### config.mk
export PLATFORM = sky130hd
export DESIGN_NAME = tmnm_recip
export DESIGN_NICKNAME = d
export VERILOG_FILES = /design/src/rtl/tmnm_pkg.sv /design/src/rtl/tmnm_recip.sv
export SDC_FILE = /design/constraint.sdc
export NUM_CORES = 2
export LEC_CHECK = 0
export BUFFER_PORTS_ARGS = -buffer_cell sky130_fd_sc_hd__buf_2
export CAP_MARGIN = 20
export CORE_MARGIN = 4
export CORE_UTILIZATION = 64
export CTS_BUF_LIST = sky130_fd_sc_hd__clkbuf_16
export CTS_CLUSTER_SIZE = 40
export DETAILED_ROUTE_END_ITERATION = 8
export PLACE_DENSITY = 0.8
export SLEW_MARGIN = 15
export SYNTH_ARGS = -nofsm -noshare
export SYNTH_HDL_FRONTEND = slang
export SYNTH_MEMORY_MAX_BITS = 65536
export SYNTH_SLANG_ARGS = --single-unit
### constraint.sdc
create_clock -name clk_i -period 5.3 [get_ports clk_i]
set_input_delay 1.06 -clock clk_i [delete_from_list [all_inputs] [get_ports clk_i]]
set_output_delay 1.06 -clock clk_i [all_outputs]
set_load 0.02 [all_outputs]
### src/rtl/tmnm_pkg.sv
`default_nettype none
// ----------------------------------------------------------------------------
// tmnm_pkg
// shared constants, transaction types and fixed point helpers for the
// model and normal matrix block
// ----------------------------------------------------------------------------
package tmnm_pkg;

  localparam int unsigned FRAC_BITS  = 16;
  localparam int unsigned ANGLE_BITS = 16;

  // taylor terms after the leading one
  localparam int unsigned TERMS = 10;

  localparam logic [31:0] PI_Q30  = 32'd3373259426;
  localparam logic [30:0] ONE_Q30 = 31'h4000_0000;

  // sine/cosine pipeline: angle scale, square, three stages a term, clamp, quadrant
  localparam int unsigned SC_LAT = 3 * TERMS + 4;
  // reciprocal: setup, one stage a quotient bit, saturate
  localparam int unsigned NUM_W  = (2 * FRAC_BITS + 1 > 32) ? 2 * FRAC_BITS + 1 : 32;
  localparam int unsigned RC_LAT = NUM_W + 2;
  localparam int unsigned A_LAT  = (SC_LAT > RC_LAT) ? SC_LAT : RC_LAT;

  localparam logic       KIND_MODEL  = 1'b0;
  localparam logic       KIND_NORMAL = 1'b1;
  localparam logic [1:0] COL_TRANS   = 2'd3;
  localparam int unsigned NUM_COLS   = 7;

  typedef struct packed {
    logic signed [31:0] move_x;
    logic signed [31:0] move_y;
    logic signed [31:0] move_z;
    logic [15:0]        angle_x;
    logic [15:0]        angle_y;
    logic [15:0]        angle_z;
    logic signed [31:0] size_x;
    logic signed [31:0] size_y;
    logic signed [31:0] size_z;
  } in_t;

  typedef struct packed {
    logic               matrix_kind;
    logic [1:0]         column_index;
    logic signed [31:0] elem_x;
    logic signed [31:0] elem_y;
    logic signed [31:0] elem_z;
    logic               clipped;
    logic               last_column;
  } out_t;

  typedef struct packed {
    logic               clip;
    logic signed [31:0] val;
  } sat_t;

  // round(a*b / 2^30), half away from zero
  function automatic logic signed [36:0] mul30(input logic signed [33:0] a,
                                                input logic signed [33:0] b);
    logic [33:0] ma;
    logic [33:0] mb;
    logic [67:0] p;
    logic [36:0] r;
    ma = a[33] ? 34'(-a) : 34'(a);
    mb = b[33] ? 34'(-b) : 34'(b);
    p  = 68'(ma) * 68'(mb) + (68'(1) << 29);
    r  = p[66:30];
    mul30 = (a[33] ^ b[33]) ? -$signed(r) : $signed(r);
  endfunction

  function automatic sat_t sat32(input logic signed [36:0] v);
    sat_t s;
    if (v > 37'sd2147483647) begin
      s.clip = 1'b1;
      s.val  = 32'sh7FFF_FFFF;
    end else if (v < -37'sd2147483648) begin
      s.clip = 1'b1;
      s.val  = 32'sh8000_0000;
    end else begin
      s.clip = 1'b0;
      s.val  = 32'(v);
    end
    sat32 = s;
  endfunction

endpackage
`default_nettype wire

### src/rtl/tmnm_recip.sv
`default_nettype none
// ----------------------------------------------------------------------------
// tmnm_recip
// pipelined restoring divider for the saturated reciprocal of a scale
// ----------------------------------------------------------------------------
module tmnm_recip import tmnm_pkg::*; (
  input  logic               clk_i,
  input  logic               en_i,
  input  logic signed [31:0] size_i,
  output logic signed [31:0] inv_o,
  output logic               clip_o
);

  typedef struct packed {
    logic [31:0]      m;
    logic             neg;
    logic             zero;
    logic [31:0]      rem;
    logic [NUM_W-1:0] num;
    logic [NUM_W-1:0] quo;
  } div_t;

  div_t        dv_q [NUM_W+1];
  logic [31:0] mag;

  assign mag = size_i[31] ? 32'(-size_i) : 32'(size_i);

  // numerator is 2^(2f) plus half the divisor, for rounding
  always_ff @(posedge clk_i) begin
    if (en_i) begin
      dv_q[0].m    <= mag;
      dv_q[0].neg  <= size_i[31];
      dv_q[0].zero <= (size_i == 32'sd0);
      dv_q[0].rem  <= '0;
      dv_q[0].num  <= (NUM_W'(1) << (2 * FRAC_BITS)) + NUM_W'(mag >> 1);
      dv_q[0].quo  <= '0;
    end
  end

  for (genvar i = 0; i < NUM_W; i++) begin : g_bit
    logic [32:0] trial;
    logic        take;
    div_t        dv_d;

    assign trial = {dv_q[i].rem, dv_q[i].num[NUM_W-1]};
    assign take  = (trial >= {1'b0, dv_q[i].m});

    always_comb begin
      dv_d     = dv_q[i];
      dv_d.rem = take ? 32'(trial - {1'b0, dv_q[i].m}) : trial[31:0];
      dv_d.num = dv_q[i].num << 1;
      dv_d.quo = {dv_q[i].quo[NUM_W-2:0], take};
    end

    always_ff @(posedge clk_i) begin
      if (en_i) begin
        dv_q[i+1] <= dv_d;
      end
    end
  end

  always_ff @(posedge clk_i) begin
    if (en_i) begin
      if (dv_q[NUM_W].zero) begin
        inv_o  <= 32'sh7FFF_FFFF;
        clip_o <= 1'b1;
      end else if (!dv_q[NUM_W].neg) begin
        if (dv_q[NUM_W].quo > NUM_W'(32'h7FFF_FFFF)) begin
          inv_o  <= 32'sh7FFF_FFFF;
          clip_o <= 1'b1;
        end else begin
          inv_o  <= $signed(dv_q[NUM_W].quo[31:0]);
          clip_o <= 1'b0;
        end
      end else begin
        if (dv_q[NUM_W].quo > NUM_W'(32'h8000_0000)) begin
          inv_o  <= 32'sh8000_0000;
          clip_o <= 1'b1;
        end else begin
          inv_o  <= -$signed(dv_q[NUM_W].quo[31:0]);
          clip_o <= 1'b0;
        end
      end
    end
  end

endmodule
`default_nettype wire
======== Word level (Yosys, flattened, before mapping) ========
Memories as Yosys holds them, arrays and structs flattened.
Index checks and enable logic that the tools add are counted.
word-level totals
  register bits after elaboration ......... 33
  memory bits (writable) .................. 4488
  memories kept ........................... 1
  logic and storage cells ................. 117
  output and inout bits ................... 33
  input bits .............................. 34
cells by class
  magnitude comparators ................... 35
  $add $sub $neg .......................... 36
  multiplexer cells ....................... 42
  reductions and logical operators ........ 1
memories
  name  depth  bits a word  read ports  clocked after Yosys merged registers in  wr ports  RTL line          source
  dv_q  34     132          34          0                                        34        tmnm_recip.sv:23  div_t dv_q [NUM_W+1];
operator list
  cell                                                   number
  2-to-1 mux 32 bit                                      37
  greater-or-equal comparator 33 x 32 -> 1 bit           33
  subtractor 32 bit                                      33
  negator 32 bit                                         2
  adder 33 x 31 -> 33 bit (first input constant)         1
  > comparator 33 x 31 -> 1 bit (second input constant)  1
  > comparator 33 x 32 -> 1 bit (second input constant)  1
  logical NOT 32 bit                                     1
  2-to-1 mux 1 bit                                       5

======== Longest topological paths before layout ========
An unclocked memory read counts as a cell.
  depth in word-level cells ............... 4
  mapped depth ............................ 16

======== Worst setup path before layout ========
Ideal clock, no wire load.
  path type ............................... flip-flop to flip-flop
  start ................................... memory dv_q[33][1] (netlist bit)
  end ..................................... register inv_o[31] (data pin)
  cell stages (with the launch flop) ...... 12
  period minus slack after synthesis ...... 4037 ps
  path slack .............................. 1263 ps
  library setup time ...................... 265 ps
  buffers on the path ..................... 0
  arrival time ............................ 3772 ps
  path through ............................ edfxtp_1 > or3_1 > or3_4 > or3_4 > or3_4 > or3_4 > or3_4 > or3_4 > or3_1 > or3_1 > o311ai_1 > a31oi_1
RTL lines
  item                  RTL line          source
  from (decl)           tmnm_recip.sv:23
  to (signal assigned)  tmnm_recip.sv:72  inv_o <= $signed(dv_q[NUM_W].quo[31:0]);
  to (signal assigned)  tmnm_recip.sv:80  inv_o <= -$signed(dv_q[NUM_W].quo[31:0]);
  to (decl)             tmnm_recip.sv:10  output logic signed [31:0] inv_o,

==> results.yml <==
run_status:
  status: "complete, no violations"
sta:
  tns_ns: 0
  rsz0062_at_grt: "no"
  slew_viol_final: 0
  fin_skew_ns: 0.0753
  fin_crit_ns: 4.87
  fin_ws_ns: 0.430
  hold_viol: 0
  relSlewSlack_pct: 27.6
  timing.fmax_mhz: 205
  finalCritPeriodShare_pct: 91.9
  worstMarginPinSlew_ns: 1.08
  setup_viol: 0
worst_setup_path:
  path_delay_family: "compound AO/OA/AOI/OAI gates"
  crit_fanout: 25
  path_buf_inv: 2
  required_ns: 5.92
  worstPathArrival_ns: 5.49
  cp-end-kind: "register"
  crit_slowest_cell: "a2111oi_0"
  path_class: "register to register"
  crit_chain: "inv_1 > ha_1 > nor2b_1 > o21a_1 > o21ai_0 > a2111oi_0 > o21ai_0 > a21oi_1 > a21oi_1 > o21ai_0 > a21oi_1 > o21ai_2 > buf_12 > mux2_2"
  slowest_delay_ns: 0.86
  cp-start-kind: "register"
route:
  viasPerCell: 6.32
  wl_per_cell_um: 23.4
  drtIter0Drc: 11200
  dr_total_vias: 102000
  drc: 0
  dr.pass1.iters: 9
  wl_um: 376000
  drtAntennaViolNets: 0
final_layout:
  fill_cells: 15900
  instances_no_fill: 16100
  nets: 13900
  drive_gt1_share_pct: 9.84
  layout_commonest_cell: "edfxtp_1"
  layout_common_cells: "edfxtp_1 (2742), inv_1 (1288), ha_1 (1028)"
  syn2layout_area_growth_pct: 9.77
power:
  leakage_nw: 66.0
  ir_drop_mv: 0.432
  power.total_w: 0.104
  power_per_cell_area_mw_per_mm2: 639
synth:
  synth_area_mm2: 0.149
  synth_edf_count: 2742
  synth.avg_cell_area_um2: 11.8
  synth_cell_type_count: 82
  yosysWarnings: 0
  ys_seq_area_share_pct: 55.4
  async_flop_share_pct: 0
  synth_seq_cells: 2742
  synthFlopType: "edfxtp_1"
  synthCells: 12600
clocking:
  clk_pin_slew_worst_paths_ns: 0.06
  clk_latency_ns: 0.96
  post_cts_buffers: 0
  cts_made_buffers: 305
  cts-htree-levels: 5
  cts_tree: "done"
  hold_buffers: 0
  cts.sinks: 2742
  cts_resized: 0
  cts_buffer_depth: 4
  cts-root-buf: "clkbuf_16"
die:
  core_mm2: 0.230
  start_util_pct: 64.5
  placementRows: 176
  dieArea_mm2: 0.240
  die_w_um: 490
  die_h_um: 490
  ioPinCount: 67
place:
  dpl.cell_count: 15500
  post-place-ws_ns: 0.382
  io_buffer_count: 66
  dp_hpwl_um: 275000
  gp_congestion: 1.01
grt:
  antenna_found_initial: 9
  grt_pass1_wl_um: 570000
  grt_pass1_vias: 96800
  grt-ovfl-total: 0
  grt_max_degree: 164
  grtUsageTotal_pct: 30.6
flow_run:
  max-cap-violations: 0
worst_hold_path:
  hold_class: "register to register"
-- cell usage after synthesis, types with 50 or more instances --
cell / number / share of area, %
a21o_1: 514 / 2.6
xor2_1: 307 / 1.8
a211oi_1: 62 / 0.31
o21a_1: 150 / 0.76
o31ai_1: 72 / 0.36
inv_1: 1236 / 3.1
a21oi_1: 1010 / 3.4
nand3_1: 168 / 0.57
nand4_1: 180 / 0.76
o21bai_1: 120 / 0.61
nor3_1: 129 / 0.43
clkbuf_1: 285 / 0.72
nor4_1: 50 / 0.21
nor2_1: 636 / 1.6
mux2_2: 549 / 4.2
ha_1: 1028 / 8.7
and3_1: 78 / 0.33
nand2_1: 781 / 2.0
nor2b_1: 167 / 0.70
edfxtp_1: 2742 / 55
xnor2_1: 577 / 3.4
nand2b_1: 146 / 0.62
a31oi_1: 108 / 0.45
o21ai_0: 736 / 2.5
-- stage by stage --
stage	util (%)	hold WS (ns)	instance area (µm²)
2_1_floorplan	-	0.400	149000
3_3_place_gp	66.5	0.400	153000
3_5_place_dp	66.5	0.405	153000
4_1_cts	70.7	0.343	163000
5_1_grt	70.8	0.355	163000
6_report	70.8	0.370	163000
-- flip-flops by register name (all words and copies together) (netlist names) --
signal / cells
dv_q: 2709
inv_o: 32
clip_o: 1
-- final cells by class --
type / instances / area [µm²] / share of cell area [%]
clock inverters: 216 / 1920 / 1.18
repair buffers: 200 / 1730 / 1.06
clock buffers: 313 / 7830 / 4.80
well taps: 3026 / 3790 / 2.32
multi-input cells: 8325 / 60700 / 37.3
diodes: 18 / 45.0 / 0.0276
inverters: 1236 / 4640 / 2.85
flip-flops and latches: 2742 / 82300 / 50.5
-- worst register-to-register path, stage by stage, from the launching register on --
cell and delay [ns]:
edfxtp_1 0.42, inv_1 0.06, ha_1 0.29, nor2b_1 0.13, o21a_1 0.14, o21ai_0 0.22
a2111oi_0 0.86, o21ai_0 0.37, a21oi_1 0.41, a21oi_1 0.22, o21ai_0 0.24, a21oi_1 0.15
o21ai_2 0.46, buf_12 0.27, mux2_2 0.39
-- report_power, final --
group,internal [W],switching [W]
sequential,0.0319,0.00368
clock,0.0123,0.00858
combinational,0.0205,0.0271
-- kinds of logic after synthesis --
logic type,after synthesis,synth area share (%)
AO/OA/AOI/OAI,3239,13.7
XOR/XNOR,884,5.21
adder cells (fa/ha/maj),1059,9.08
buffers and inverters,1539,3.89
flip-flops,2742,55.4
multiplexers,589,4.43
other,1,0.00252
AND/OR/NAND/NOR,2539,8.21
-- worst paths after layout --
check / start / end / slack [ns] / cells after the start
worst max-delay path: dv_q[18][101] / dv_q[19][74] / 0.43 / 14
worst min-delay path: dv_q[13][4] / dv_q[14][5] / 0.37 / 0
worst max register to register: dv_q[18][101] / dv_q[19][74] / 0.43 / 14
worst min register to register: dv_q[13][4] / dv_q[14][5] / 0.37 / 0
-- routing by layer --
| layer | track usage [%] | wire length [µm] | up-vias |
|---|---|---|---|
| met5 | 0 | 13 | - |
| met4 | 8.74 | 11300 | 2 |
| met3 | 5.95 | 32100 | 721 |
| met2 | 46.6 | 167000 | 4315 |
| met1 | 45.1 | 166000 | 49500 |
| li1 | - | - | 47100 |
Power figures use the tool's default switching activity.
